===== src/rtl/assert_macros.svh =====
// ----------------------------------------------------------------------------
// Assertion macros
// Concurrent assertion shorthands; they expand to nothing in synthesis.
// ----------------------------------------------------------------------------
`ifndef ASSERT_MACROS_SVH
`define ASSERT_MACROS_SVH

`ifndef SYNTHESIS

// property must hold at every clock edge outside reset
`define IFD_ASSERT(lbl, clk, rst_n, prop) \
	lbl: assert property (@(posedge clk) disable iff (!rst_n) prop) \
		else $error("ifd assertion failed");

// expression must never be true outside reset
`define IFD_ASSERT_NEVER(lbl, clk, rst_n, expr) \
	lbl: assert property (@(posedge clk) disable iff (!rst_n) !(expr)) \
		else $error("ifd forbidden condition seen");

`else

`define IFD_ASSERT(lbl, clk, rst_n, prop)
`define IFD_ASSERT_NEVER(lbl, clk, rst_n, expr)

`endif

`endif


===== src/rtl/ifd_pkg.sv =====
// ----------------------------------------------------------------------------
// ifd_pkg
// Types, codes and defaults shared by the forwarding decision block.
// ----------------------------------------------------------------------------
package ifd_pkg;

	localparam int MAX_IFACES_DEF = 4;
	localparam int MAX_ROUTES_DEF = 16;

	localparam logic [15:0] ETH_ARP = 16'h0806;
	localparam logic [15:0] ETH_IP4 = 16'h0800;
	localparam logic [15:0] ETH_IP6 = 16'h86DD;

	localparam logic [15:0] OPC_ARP_REQ = 16'd1;
	localparam logic [15:0] OPC_ARP_RSP = 16'd2;

	localparam logic [7:0] PROTO_ICMP     = 8'd1;
	localparam logic [7:0] PROTO_TCP      = 8'd6;
	localparam logic [7:0] PROTO_UDP      = 8'd17;
	localparam logic [7:0] ICMP_ECHO_REQ  = 8'd8;

	typedef enum logic [1:0] {
		ACT_WR_IFACE = 2'd0,
		ACT_WR_ROUTE = 2'd1,
		ACT_CLASSIFY = 2'd2,
		ACT_UNUSED   = 2'd3
	} action_t;

	typedef enum logic [3:0] {
		V_WRITTEN  = 4'd0,
		V_DROP     = 4'd1,
		V_REJECT   = 4'd2,
		V_ARP_REPLY = 4'd3,
		V_ARP_LEARN = 4'd4,
		V_HOST_UNR = 4'd5,
		V_PORT_UNR = 4'd6,
		V_TIME_EXC = 4'd7,
		V_ECHO     = 4'd8,
		V_NET_UNR  = 4'd9,
		V_FORWARD  = 4'd10,
		V_LOCAL    = 4'd11
	} verdict_t;

	typedef enum logic [1:0] {
		REG_IFACE_COUNT = 2'd0,
		REG_ROUTE_COUNT = 2'd1
	} cfg_reg_t;

	typedef enum logic [1:0] {
		ST_IDLE,
		ST_IFW,
		ST_RTW,
		ST_FIN
	} state_t;

	typedef struct packed {
		logic [1:0]  action;
		logic [3:0]  slot;
		logic [31:0] ip_value;
		logic [31:0] mask_value;
		logic [31:0] gateway;
		logic [47:0] mac_value;
		logic [1:0]  port;
		logic [15:0] ethertype;
		logic [15:0] arp_op;
		logic [7:0]  ttl;
		logic [7:0]  proto;
		logic [7:0]  icmp_type;
	} item_t;

	typedef struct packed {
		logic [3:0]  verdict;
		logic [1:0]  out_port;
		logic [31:0] next_hop;
		logic [7:0]  ttl_out;
	} result_t;

	typedef struct packed {
		logic [1:0] addr;
		logic [4:0] wdata;
	} cfg_t;

	typedef struct packed {
		logic [31:0] ip;
		logic [47:0] mac;
	} iface_t;

	typedef struct packed {
		logic [31:0] dest;
		logic [31:0] mask;
		logic [31:0] gw;
		logic [1:0]  port;
	} route_t;

endpackage


===== src/rtl/ifd_item_if.sv =====
// ----------------------------------------------------------------------------
// ifd_item_if
// Valid/ready channel carrying one request item.
// ----------------------------------------------------------------------------
interface ifd_item_if;
	logic          valid;
	logic          ready;
	ifd_pkg::item_t data;

	modport source (output valid, output data, input ready);
	modport sink (input valid, input data, output ready);
endinterface


===== src/rtl/ifd_result_if.sv =====
// ----------------------------------------------------------------------------
// ifd_result_if
// Valid/ready channel carrying one verdict.
// ----------------------------------------------------------------------------
interface ifd_result_if;
	logic            valid;
	logic            ready;
	ifd_pkg::result_t data;

	modport source (output valid, output data, input ready);
	modport sink (input valid, input data, output ready);
endinterface


===== src/rtl/ifd_cfg_if.sv =====
// ----------------------------------------------------------------------------
// ifd_cfg_if
// Valid/ready register write channel: register index and write data.
// ----------------------------------------------------------------------------
interface ifd_cfg_if;
	logic         valid;
	logic         ready;
	ifd_pkg::cfg_t data;

	modport source (output valid, output data, input ready);
	modport sink (input valid, input data, output ready);
endinterface


===== src/rtl/ipv4_forwarding_decision.sv =====
// ----------------------------------------------------------------------------
// ipv4_forwarding_decision
// Router fast-path verdict engine: interface and route tables in on-chip
// memories, longest-prefix match by walking the route memory.
// ----------------------------------------------------------------------------
//
//  channel  dir  beat
//  item     in   table write or frame to classify (item_t)
//  result   out  one verdict per item (result_t)
//  cfg      in   register write: index 0 iface_count, 1 route_count
//
//  Writes, unused actions and frames other than ARP or IPv4 go straight from
//  accept to the result register. ARP and IPv4 frames walk the interface
//  memory one entry a cycle, and an IPv4 frame for a matching MAC but no local
//  address then walks the route memory, each memory having a single read port.
//  One item in flight; the result register frees the block while a verdict
//  waits. cfg is always ready; reset leaves the tables as they are.
//
module ipv4_forwarding_decision #(
	parameter int MAX_IFACES = ifd_pkg::MAX_IFACES_DEF,
	parameter int MAX_ROUTES = ifd_pkg::MAX_ROUTES_DEF
) (
	input  logic             clk,
	input  logic             arst_n,
	ifd_item_if.sink         item,
	ifd_result_if.source     result,
	ifd_cfg_if.sink          cfg
);

	`include "assert_macros.svh"

	localparam int IF_AW  = (MAX_IFACES > 1) ? $clog2(MAX_IFACES) : 1;
	localparam int RT_AW  = (MAX_ROUTES > 1) ? $clog2(MAX_ROUTES) : 1;
	localparam int IF_CW  = $clog2(MAX_IFACES + 1);
	localparam int RT_CW  = $clog2(MAX_ROUTES + 1);
	localparam int WALK_W = (IF_CW > RT_CW) ? IF_CW : RT_CW;

	// configuration registers
	logic [2:0] iface_count_q;
	logic [4:0] route_count_q;
	logic [IF_CW-1:0] n_if;
	logic [RT_CW-1:0] n_rt;

	// tables
	ifd_pkg::iface_t if_mem [MAX_IFACES];
	ifd_pkg::route_t rt_mem [MAX_ROUTES];
	ifd_pkg::iface_t if_rd_s1;
	ifd_pkg::route_t rt_rd_s1;

	ifd_pkg::state_t state_q, state_d;
	ifd_pkg::item_t  item_q;
	logic [WALK_W-1:0] cnt_q, idx_s1;
	logic              rdv_s1;

	// interface walk results
	logic       mac_ok_q, ip_hit_q, rx_hit_q;
	logic [1:0] first_port_q;
	// route walk results
	logic        found_q;
	logic [31:0] best_q, nh_q;
	logic [1:0]  bport_q;

	ifd_pkg::result_t res_q, res_d;
	logic             res_valid_q;

	logic item_acc, res_load, if_rd_en, rt_rd_en, if_we, rt_we;
	logic if_walk, rt_walk, if_end, rt_end;
	logic mac_eq, ip_eq, if_acc, rt_hit, mac_ok_d, ip_hit_d;
	logic needs_if_walk, needs_rt_walk;
	logic [31:0] rt_mask;
	logic fwd_load;

	assign n_if = (int'(iface_count_q) > MAX_IFACES) ? IF_CW'(MAX_IFACES)
		: IF_CW'(iface_count_q);
	assign n_rt = (int'(route_count_q) > MAX_ROUTES) ? RT_CW'(MAX_ROUTES)
		: RT_CW'(route_count_q);

	// configuration port
	assign cfg.ready = 1'b1;

	always_ff @(posedge clk or negedge arst_n) begin
		if (!arst_n) begin
			iface_count_q <= 3'd4;
			route_count_q <= 5'd0;
		end else if (cfg.valid) begin
			if (cfg.data.addr == ifd_pkg::REG_IFACE_COUNT)
				iface_count_q <= cfg.data.wdata[2:0];
			else if (cfg.data.addr == ifd_pkg::REG_ROUTE_COUNT)
				route_count_q <= cfg.data.wdata;
		end
	end

	// control decode
	assign item_acc = item.valid && item.ready;
	assign if_walk  = state_q == ifd_pkg::ST_IFW;
	assign rt_walk  = state_q == ifd_pkg::ST_RTW;
	assign if_end   = cnt_q >= WALK_W'(n_if);
	assign rt_end   = cnt_q >= WALK_W'(n_rt);

	assign if_we = item_acc && item.data.action == ifd_pkg::ACT_WR_IFACE
		&& int'(item.data.slot) < MAX_IFACES;
	assign rt_we = item_acc && item.data.action == ifd_pkg::ACT_WR_ROUTE
		&& int'(item.data.slot) < MAX_ROUTES;

	assign needs_if_walk = item.data.action == ifd_pkg::ACT_CLASSIFY
		&& (item.data.ethertype == ifd_pkg::ETH_ARP
		|| item.data.ethertype == ifd_pkg::ETH_IP4);

	// interface entry compare on the registered read data
	assign mac_eq   = if_rd_s1.mac == item_q.mac_value;
	assign ip_eq    = if_rd_s1.ip == item_q.ip_value;
	assign if_acc   = rdv_s1 && if_walk;
	assign mac_ok_d = mac_ok_q || (if_acc && mac_eq);
	assign ip_hit_d = ip_hit_q || (if_acc && ip_eq);
	assign needs_rt_walk = item_q.ethertype == ifd_pkg::ETH_IP4 && mac_ok_d && !ip_hit_d;

	// route entry compare: prefix match, and a mask no shorter than the best
	assign rt_mask = rt_rd_s1.mask;
	assign rt_hit  = rdv_s1 && rt_walk
		&& ((rt_rd_s1.dest & rt_mask) == (item_q.ip_value & rt_mask))
		&& (!found_q || rt_mask >= best_q);

	// next state
	always_comb begin
		state_d = state_q;
		unique case (state_q)
			ifd_pkg::ST_IDLE: begin
				if (item_acc)
					state_d = needs_if_walk ? ifd_pkg::ST_IFW : ifd_pkg::ST_FIN;
			end
			ifd_pkg::ST_IFW: begin
				if (if_end)
					state_d = needs_rt_walk ? ifd_pkg::ST_RTW : ifd_pkg::ST_FIN;
			end
			ifd_pkg::ST_RTW: begin
				if (rt_end)
					state_d = ifd_pkg::ST_FIN;
			end
			ifd_pkg::ST_FIN: begin
				if (res_load)
					state_d = ifd_pkg::ST_IDLE;
			end
			default: state_d = ifd_pkg::ST_IDLE;
		endcase
	end

	// state outputs
	always_comb begin
		item.ready = 1'b0;
		if_rd_en   = 1'b0;
		rt_rd_en   = 1'b0;
		res_load   = 1'b0;
		unique case (state_q)
			ifd_pkg::ST_IDLE: item.ready = 1'b1;
			ifd_pkg::ST_IFW:  if_rd_en = !if_end;
			ifd_pkg::ST_RTW:  rt_rd_en = !rt_end;
			ifd_pkg::ST_FIN:  res_load = !res_valid_q || result.ready;
			default: ;
		endcase
	end

	always_ff @(posedge clk or negedge arst_n) begin
		if (!arst_n) begin
			state_q <= ifd_pkg::ST_IDLE;
			cnt_q   <= '0;
			rdv_s1  <= 1'b0;
		end else begin
			state_q <= state_d;
			rdv_s1  <= if_rd_en || rt_rd_en;
			cnt_q   <= (if_rd_en || rt_rd_en) ? cnt_q + 1'b1 : '0;
		end
	end

	always_ff @(posedge clk) begin
		idx_s1 <= cnt_q;
	end

	// interface memory
	always_ff @(posedge clk) begin
		if (if_we)
			if_mem[IF_AW'(item.data.slot)] <= '{ip: item.data.ip_value,
				mac: item.data.mac_value};
		if (if_rd_en)
			if_rd_s1 <= if_mem[IF_AW'(cnt_q)];
	end

	// route memory
	always_ff @(posedge clk) begin
		if (rt_we)
			rt_mem[RT_AW'(item.data.slot)] <= '{dest: item.data.ip_value,
				mask: item.data.mask_value, gw: item.data.gateway,
				port: item.data.port};
		if (rt_rd_en)
			rt_rd_s1 <= rt_mem[RT_AW'(cnt_q)];
	end

	// captured item
	always_ff @(posedge clk) begin
		if (item_acc)
			item_q <= item.data;
	end

	// walk accumulators
	always_ff @(posedge clk or negedge arst_n) begin
		if (!arst_n) begin
			mac_ok_q <= 1'b0;
			ip_hit_q <= 1'b0;
			rx_hit_q <= 1'b0;
			found_q  <= 1'b0;
		end else if (item_acc) begin
			mac_ok_q <= 1'b0;
			ip_hit_q <= 1'b0;
			rx_hit_q <= 1'b0;
			found_q  <= 1'b0;
		end else begin
			mac_ok_q <= mac_ok_d;
			ip_hit_q <= ip_hit_d;
			if (if_acc && ip_eq && int'(idx_s1) == int'(item_q.port))
				rx_hit_q <= 1'b1;
			if (rt_hit)
				found_q <= 1'b1;
		end
	end

	always_ff @(posedge clk) begin
		// lowest matching interface answers an ARP request
		if (if_acc && ip_eq && !ip_hit_q)
			first_port_q <= 2'(idx_s1);
		if (rt_hit) begin
			best_q  <= rt_mask;
			bport_q <= rt_rd_s1.port;
			nh_q    <= (rt_rd_s1.gw != '0) ? rt_rd_s1.gw : item_q.ip_value;
		end
	end

	// verdict
	always_comb begin
		res_d = '{verdict: ifd_pkg::V_REJECT, out_port: '0, next_hop: '0, ttl_out: '0};
		priority if (item_q.action == ifd_pkg::ACT_WR_IFACE
			|| item_q.action == ifd_pkg::ACT_WR_ROUTE) begin
			res_d.verdict = ifd_pkg::V_WRITTEN;
		end else if (item_q.action != ifd_pkg::ACT_CLASSIFY) begin
			res_d.verdict = ifd_pkg::V_REJECT;
		end else if (item_q.ethertype == ifd_pkg::ETH_ARP) begin
			if (item_q.arp_op == ifd_pkg::OPC_ARP_REQ) begin
				if (ip_hit_q) begin
					res_d.verdict  = ifd_pkg::V_ARP_REPLY;
					res_d.out_port = first_port_q;
				end else begin
					res_d.verdict = ifd_pkg::V_HOST_UNR;
				end
			end else if (item_q.arp_op == ifd_pkg::OPC_ARP_RSP) begin
				res_d.verdict = ifd_pkg::V_ARP_LEARN;
			end else begin
				res_d.verdict = ifd_pkg::V_REJECT;
			end
		end else if (item_q.ethertype == ifd_pkg::ETH_IP4) begin
			priority if (!mac_ok_q)
				res_d.verdict = ifd_pkg::V_REJECT;
			else if (ip_hit_q) begin
				priority if (!rx_hit_q)
					res_d.verdict = ifd_pkg::V_HOST_UNR;
				else if (item_q.proto == ifd_pkg::PROTO_TCP
					|| item_q.proto == ifd_pkg::PROTO_UDP)
					res_d.verdict = ifd_pkg::V_PORT_UNR;
				else if (item_q.ttl == 8'd1)
					res_d.verdict = ifd_pkg::V_TIME_EXC;
				else if (item_q.proto == ifd_pkg::PROTO_ICMP
					&& item_q.icmp_type == ifd_pkg::ICMP_ECHO_REQ)
					res_d.verdict = ifd_pkg::V_ECHO;
				else
					res_d.verdict = ifd_pkg::V_LOCAL;
			end else if (!found_q)
				res_d.verdict = ifd_pkg::V_NET_UNR;
			else if (item_q.ttl <= 8'd1)
				res_d.verdict = ifd_pkg::V_TIME_EXC;
			else begin
				res_d.verdict  = ifd_pkg::V_FORWARD;
				res_d.out_port = bport_q;
				res_d.next_hop = nh_q;
				res_d.ttl_out  = item_q.ttl - 8'd1;
			end
		end else if (item_q.ethertype == ifd_pkg::ETH_IP6) begin
			res_d.verdict = ifd_pkg::V_DROP;
		end else begin
			res_d.verdict = ifd_pkg::V_REJECT;
		end
	end

	// result register
	always_ff @(posedge clk or negedge arst_n) begin
		if (!arst_n)
			res_valid_q <= 1'b0;
		else if (res_load)
			res_valid_q <= 1'b1;
		else if (result.ready)
			res_valid_q <= 1'b0;
	end

	always_ff @(posedge clk) begin
		if (res_load)
			res_q <= res_d;
	end

	assign result.valid = res_valid_q;
	assign result.data  = res_q;

	// checks
	assign fwd_load = res_load && res_d.verdict == ifd_pkg::V_FORWARD;

	`IFD_ASSERT(a_rt_walk_bound, clk, arst_n, rt_walk |-> cnt_q <= WALK_W'(n_rt))
	`IFD_ASSERT(a_rdata_in_walk, clk, arst_n, rdv_s1 |-> (if_walk || rt_walk))
	`IFD_ASSERT(a_fwd_has_route, clk, arst_n, fwd_load |-> (found_q && res_d.ttl_out != 8'd0))
	`IFD_ASSERT_NEVER(a_write_in_walk, clk, arst_n, (if_we || rt_we) && state_q != ifd_pkg::ST_IDLE)

endmodule

===== src/flat_wrapper.sv =====
// flat-port wrapper written by rule: the top's interface ports become plain ports
module ipv4_forwarding_decision_flat 
#(
	parameter int MAX_IFACES = ifd_pkg::MAX_IFACES_DEF,
	parameter int MAX_ROUTES = ifd_pkg::MAX_ROUTES_DEF
)
  (clk, arst_n, item_valid, item_data, item_ready, result_valid, result_data, result_ready, cfg_valid, cfg_data, cfg_ready);
  ifd_item_if item_i ();
  ifd_result_if result_i ();
  ifd_cfg_if cfg_i ();
  input  logic clk;
  input  logic arst_n;
  input wire logic [$bits(item_i.valid)-1:0] item_valid;
  input wire logic [$bits(item_i.data)-1:0] item_data;
  output wire logic [$bits(item_i.ready)-1:0] item_ready;
  output wire logic [$bits(result_i.valid)-1:0] result_valid;
  output wire logic [$bits(result_i.data)-1:0] result_data;
  input wire logic [$bits(result_i.ready)-1:0] result_ready;
  input wire logic [$bits(cfg_i.valid)-1:0] cfg_valid;
  input wire logic [$bits(cfg_i.data)-1:0] cfg_data;
  output wire logic [$bits(cfg_i.ready)-1:0] cfg_ready;
  assign item_i.valid = item_valid;
  assign item_i.data = item_data;
  assign item_ready = item_i.ready;
  assign result_valid = result_i.valid;
  assign result_data = result_i.data;
  assign result_i.ready = result_ready;
  assign cfg_i.valid = cfg_valid;
  assign cfg_i.data = cfg_data;
  assign cfg_ready = cfg_i.ready;
  ipv4_forwarding_decision #(.MAX_IFACES(MAX_IFACES), .MAX_ROUTES(MAX_ROUTES)) u_core (.clk(clk), .arst_n(arst_n), .item(item_i), .result(result_i), .cfg(cfg_i));
endmodule

===== config.mk =====
export PLATFORM = sky130hd
export DESIGN_NAME = ipv4_forwarding_decision_flat
export DESIGN_NICKNAME = d
export VERILOG_FILES = /design/src/rtl/ifd_pkg.sv /design/src/rtl/ifd_item_if.sv /design/src/rtl/ifd_result_if.sv /design/src/rtl/ifd_cfg_if.sv /design/src/rtl/ipv4_forwarding_decision.sv /design/src/flat_wrapper.sv
export VERILOG_INCLUDE_DIRS = /design/src /design/src/rtl
export SDC_FILE = /design/constraint.sdc
export NUM_CORES = 2
export LEC_CHECK = 0
export BUFFER_PORTS_ARGS = -buffer_cell sky130_fd_sc_hd__buf_4
export CORE_ASPECT_RATIO = 1.4
export CORE_MARGIN = 4
export CORE_UTILIZATION = 45
export CTS_BUF_LIST = sky130_fd_sc_hd__clkbuf_8
export CTS_CLUSTER_SIZE = 24
export DETAILED_ROUTE_END_ITERATION = 10
export GPL_TIMING_DRIVEN = 0
export SLEW_MARGIN = 10
export SYNTH_ARGS = -nofsm -noshare
export SYNTH_HDL_FRONTEND = slang
export SYNTH_SLANG_ARGS = --single-unit

===== constraint.sdc =====
create_clock -name clk -period 13.1 [get_ports clk]
set_input_delay 0.655 -clock clk [delete_from_list [all_inputs] [get_ports clk]]
set_output_delay 0.655 -clock clk [all_outputs]
set_load 0.01 [all_outputs]

==> results.txt <==
* Number of buffers on the longest clock path: 4
- By instance count, the leading cell after synthesis is edfxtp_1.
- Antenna Violating Nets Remaining: 0
- On the final layout, the worst clock skew is 0.0590 ns.
* Setup TNS Final: 0 ns
* Worst Tran Pin Value: around 1.2 ns
- Relative to the synthesized area, the layout overhead comes to 18.7%.
- The max-slew violation count was 0.
- TritonCTS sink count: 2346
- Leakage: 33.6 nW
- Hold path depth: 1
- Avg Vias per Cell: 5.63
* Data required time at the worst endpoint: 13.72 ns
- CTS Root Buffer Type: clkbuf_8
* Final min period: 4.70 ns
- The wire-length estimate of the detail-placed layout is 150000 µm.
- Counting cells, the worst reg-to-reg path comes to 14.
- Crit Reg-Reg Startpoint: u_core.cnt_q[0]
* Post-synthesis cell type count: 61
- Top cells by count, synth: edfxtp_1, mux4_2, xor2_1
* Number of hold buffers added after CTS: 200
* Worst-path maximum fanout: 16
* I/O pin total: 269
* Die Area: 0.202 mm²
* Sequential cell area: 0.0703 mm²
* Critical path type: reg -> reg
* Standard cell core area: 0.194 mm²
- The final-report hold violation count was 0.
* Worst min-delay path class: in -> reg
- Peak supply drop: between 0.08 and 0.09 mV
- Sum of routed wire segments on met1: 89500 µm
* Part of the Yosys area used for sequential elements: 80.0%
* Hold wc startpoint: item_data[182]
* Largest stage delay on the critical path: 0.73 ns
- Power, Total: 18.1 mW
* Vias in the first global route: 43900
- Number of buffers created by CTS: 347
- TritonCTS built the clock tree.
- Status: complete, no violations
- Average cell area after synthesis: 24.3 µm²
- The initial antenna violation count is 29.
* Main flop type after synthesis: edfxtp_1
- In this run, the number of DRC markers left after iteration 0 of detailed routing was 4646.
- The critical path goes through buf_4, buf_6, buf_6, buf_4, buf_2, inv_1, ha_1, nand2b_1, a21o_1, a21o_1, a31oi_4, buf_12, buf_16, buf_16.
- The initial utilization of the core area, before any placement, comes to 45.3%.
* Syn Inst Count: approximately 3600
* Achievable clock frequency: between 200 and 250 MHz
* Proportion of layout cells with a drive suffix above 1: 31.4%
- FILL cells: 14700
- The largest total area in the synthesized netlist belongs to edfxtp_1.
* Wire length per cell after detailed routing: 30.1 µm
* Cell types occupying the most area after synthesis: edfxtp_1, mux4_2, xor2_1
- The clock reaches the later pin of the worst-skew pair after 0.94 ns.
- The floorplan step set the die width to 381 µm.
* CTS-repair resized insts: 0
- Detailed routing placed a total of ~17000 µm of wire on met3.
* Die Y: 531 µm
- The multi-input combinational cells in the finished layout cover a total of 0.0168 mm².
* Reg clk slew, reported paths: 0.07 ns
* Count of TritonRoute iterations in the first routing pass: 7
* FP Rows: about 190
- At the end of the flow the core is filled with cells to 53.8%.
* Power density normalized to cell area: 174 mW/mm²
- Counting flops with a built-in enable in the synthesized netlist gives 2320.
* Async set-or-reset flop fraction in the synthesized netlist: 0.895%
- First-pass GRT wire length: about 320000 µm
* Maximum number of pins on one net before global-route repair: 50
- Slowest stage cell, crit path: a31oi_4
- Category of the worst setup path capture point: register
- Post-route DRC violation count: 0
- The final layout contains routed wiring with a total length of about 220000 µm.
- Synthesized area: 0.0879 mm²
- Max_cap viols: 0
- Setup repair after global routing left no endpoint under its margin.
- The clock tree synthesis step divided the H-tree into 5 levels.
- Total global routing overflow: 0
- Routed wl met2: around 110000 µm
- Number of I/O port buffers: roughly 270
- The detailed router used layers up to and including met5.
- Placer congestion estimate: a little over 0.8
* Total global routing track utilization: 22.2%
* Post-layout nets: 4865
- Final worst-path cycle share: 35.9%
- Post-Synthesis Net Count: 3876
- The number of setup buffers added after CTS is 0.
- In this run the tightest slew margin relative to its limit is roughly 22%.
- The Yosys step of the flow raised 0 warnings.
* Data arrival, critical path: 5.32 ns
- Summed over its instances, the top area cell type makes up between 70% and 80% of the synthesized netlist area.
- Summing over every cut layer, the via total after detailed routing is roughly 42000.
- Worst Setup SP: u_core.cnt_q[0]
- The synthesized design contains 2346 register bits.
- Final setup violation count: 0
* Sort of element at the start of the critical path: register
-- final cells by class --
cell class / count / share of cell area [%]
Buffer: 139 / 0.743
Clock inverter: 252 / 1.14
Multi-Input combinational cell: 1079 / 16.1
Sequential cell: 2346 / 67.4
Antenna cell: 14 / 0.0336
Inverter: 45 / 0.162
Clock buffer: 351 / 4.63
Tap cell: 2605 / 3.12
Timing Repair Buffer: 640 / 6.65
-- final timing paths --
path                                      endpoint  slack, ns
max                             u_core.rt_mask[26]       8.40
min                           u_core.rt_mem[9][78]       0.09
max reg2reg                     u_core.rt_mask[26]       8.40
min in group asynchronous            u_core.rdv_s1       0.25
max in group asynchronous  u_core.iface_count_q[2]      12.56
min reg2reg                      u_core.bport_q[1]       0.44
-- routing by layer --
layer	GRT usage, %	vias up
met1	29.9	22600
met3	4.35	341
met2	37.1	1780
met4	6.27	20
li1	-	17400
met5	0	-
-- critical path: cells and delay by family (launching register included) --
kind,cells,cell delay [ns]
simple gates,1,0.14
buf+inv,9,2.35
flops,1,0.45
fa+ha+maj,1,0.30
compound gates,3,1.11
-- state kept, by name, summed over array words and instances, names as in the netlist, 2 cells and up --
register / flops
u_core.if_mem: 320
u_core.first_port_q: 2
u_core.route_count_q: 5
u_core.rt_mask: 32
u_core.if_rd_s1: 80
u_core.bport_q: 2
u_core.rt_mem: 1568
u_core.rt_rd_s1: 66
u_core.iface_count_q: 3
u_core.best_q: 32
u_core.item_q: 140
u_core.idx_s1: 5
u_core.nh_q: 32
u_core.cnt_q: 5
u_core.state_q: 2
u_core.result.data: 46
-- placed cells by master, fill, tap and decap left out, types with 25 or more instances in the layout --
cell type      count
edfxtp_1        2320
mux4_2           570
clkbuf_8         351
buf_4            349
dlygate4sd3_1    200
inv_1            162
xor2_1            99
clkinv_1          87
clkbuf_1          65
buf_12            60
ha_1              47
a21o_1            44
buf_6             43
buf_16            38
and2_1            35
nor4_1            34
xnor2_1           25
clkinv_2          25
-- where the power goes --
part	switching, mW	internal (mW)	leakage, nW
clock network	2.73	2.56	3.50
logic	2.02	1.74	8.85
registers	0.290	8.80	21.3
-- metrics by stage --
stage,instance area (µm²),setup slack [ns],hold WS (ns),std cells
after CTS,104000,8.35,0.000131,7457
after detailed placement,96200,8.40,0.422,6654
final,104000,8.40,0.0863,7471
after global routing,104000,8.17,0.0353,7462
after global placement,93100,-13.64,0.412,6480
after floorplan,87900,0.0948,0.359,3609
-- cells by family (layout without fill, tap and decap cells) --
logic type	Yosys count	count (layout)	share of synthesized area, %
other	1	15	0.00427
adder cells (fa/ha/maj)	47	47	0.669
multiplexers	579	579	14.7
buffers and inverters	184	1427	1.06
XOR/XNOR	124	124	1.24
AND/OR/NAND/NOR	229	229	1.50
flip-flops	2346	2346	80.0
AO/OA/AOI/OAI	99	99	0.810
(Power assumes the default switching activity.)
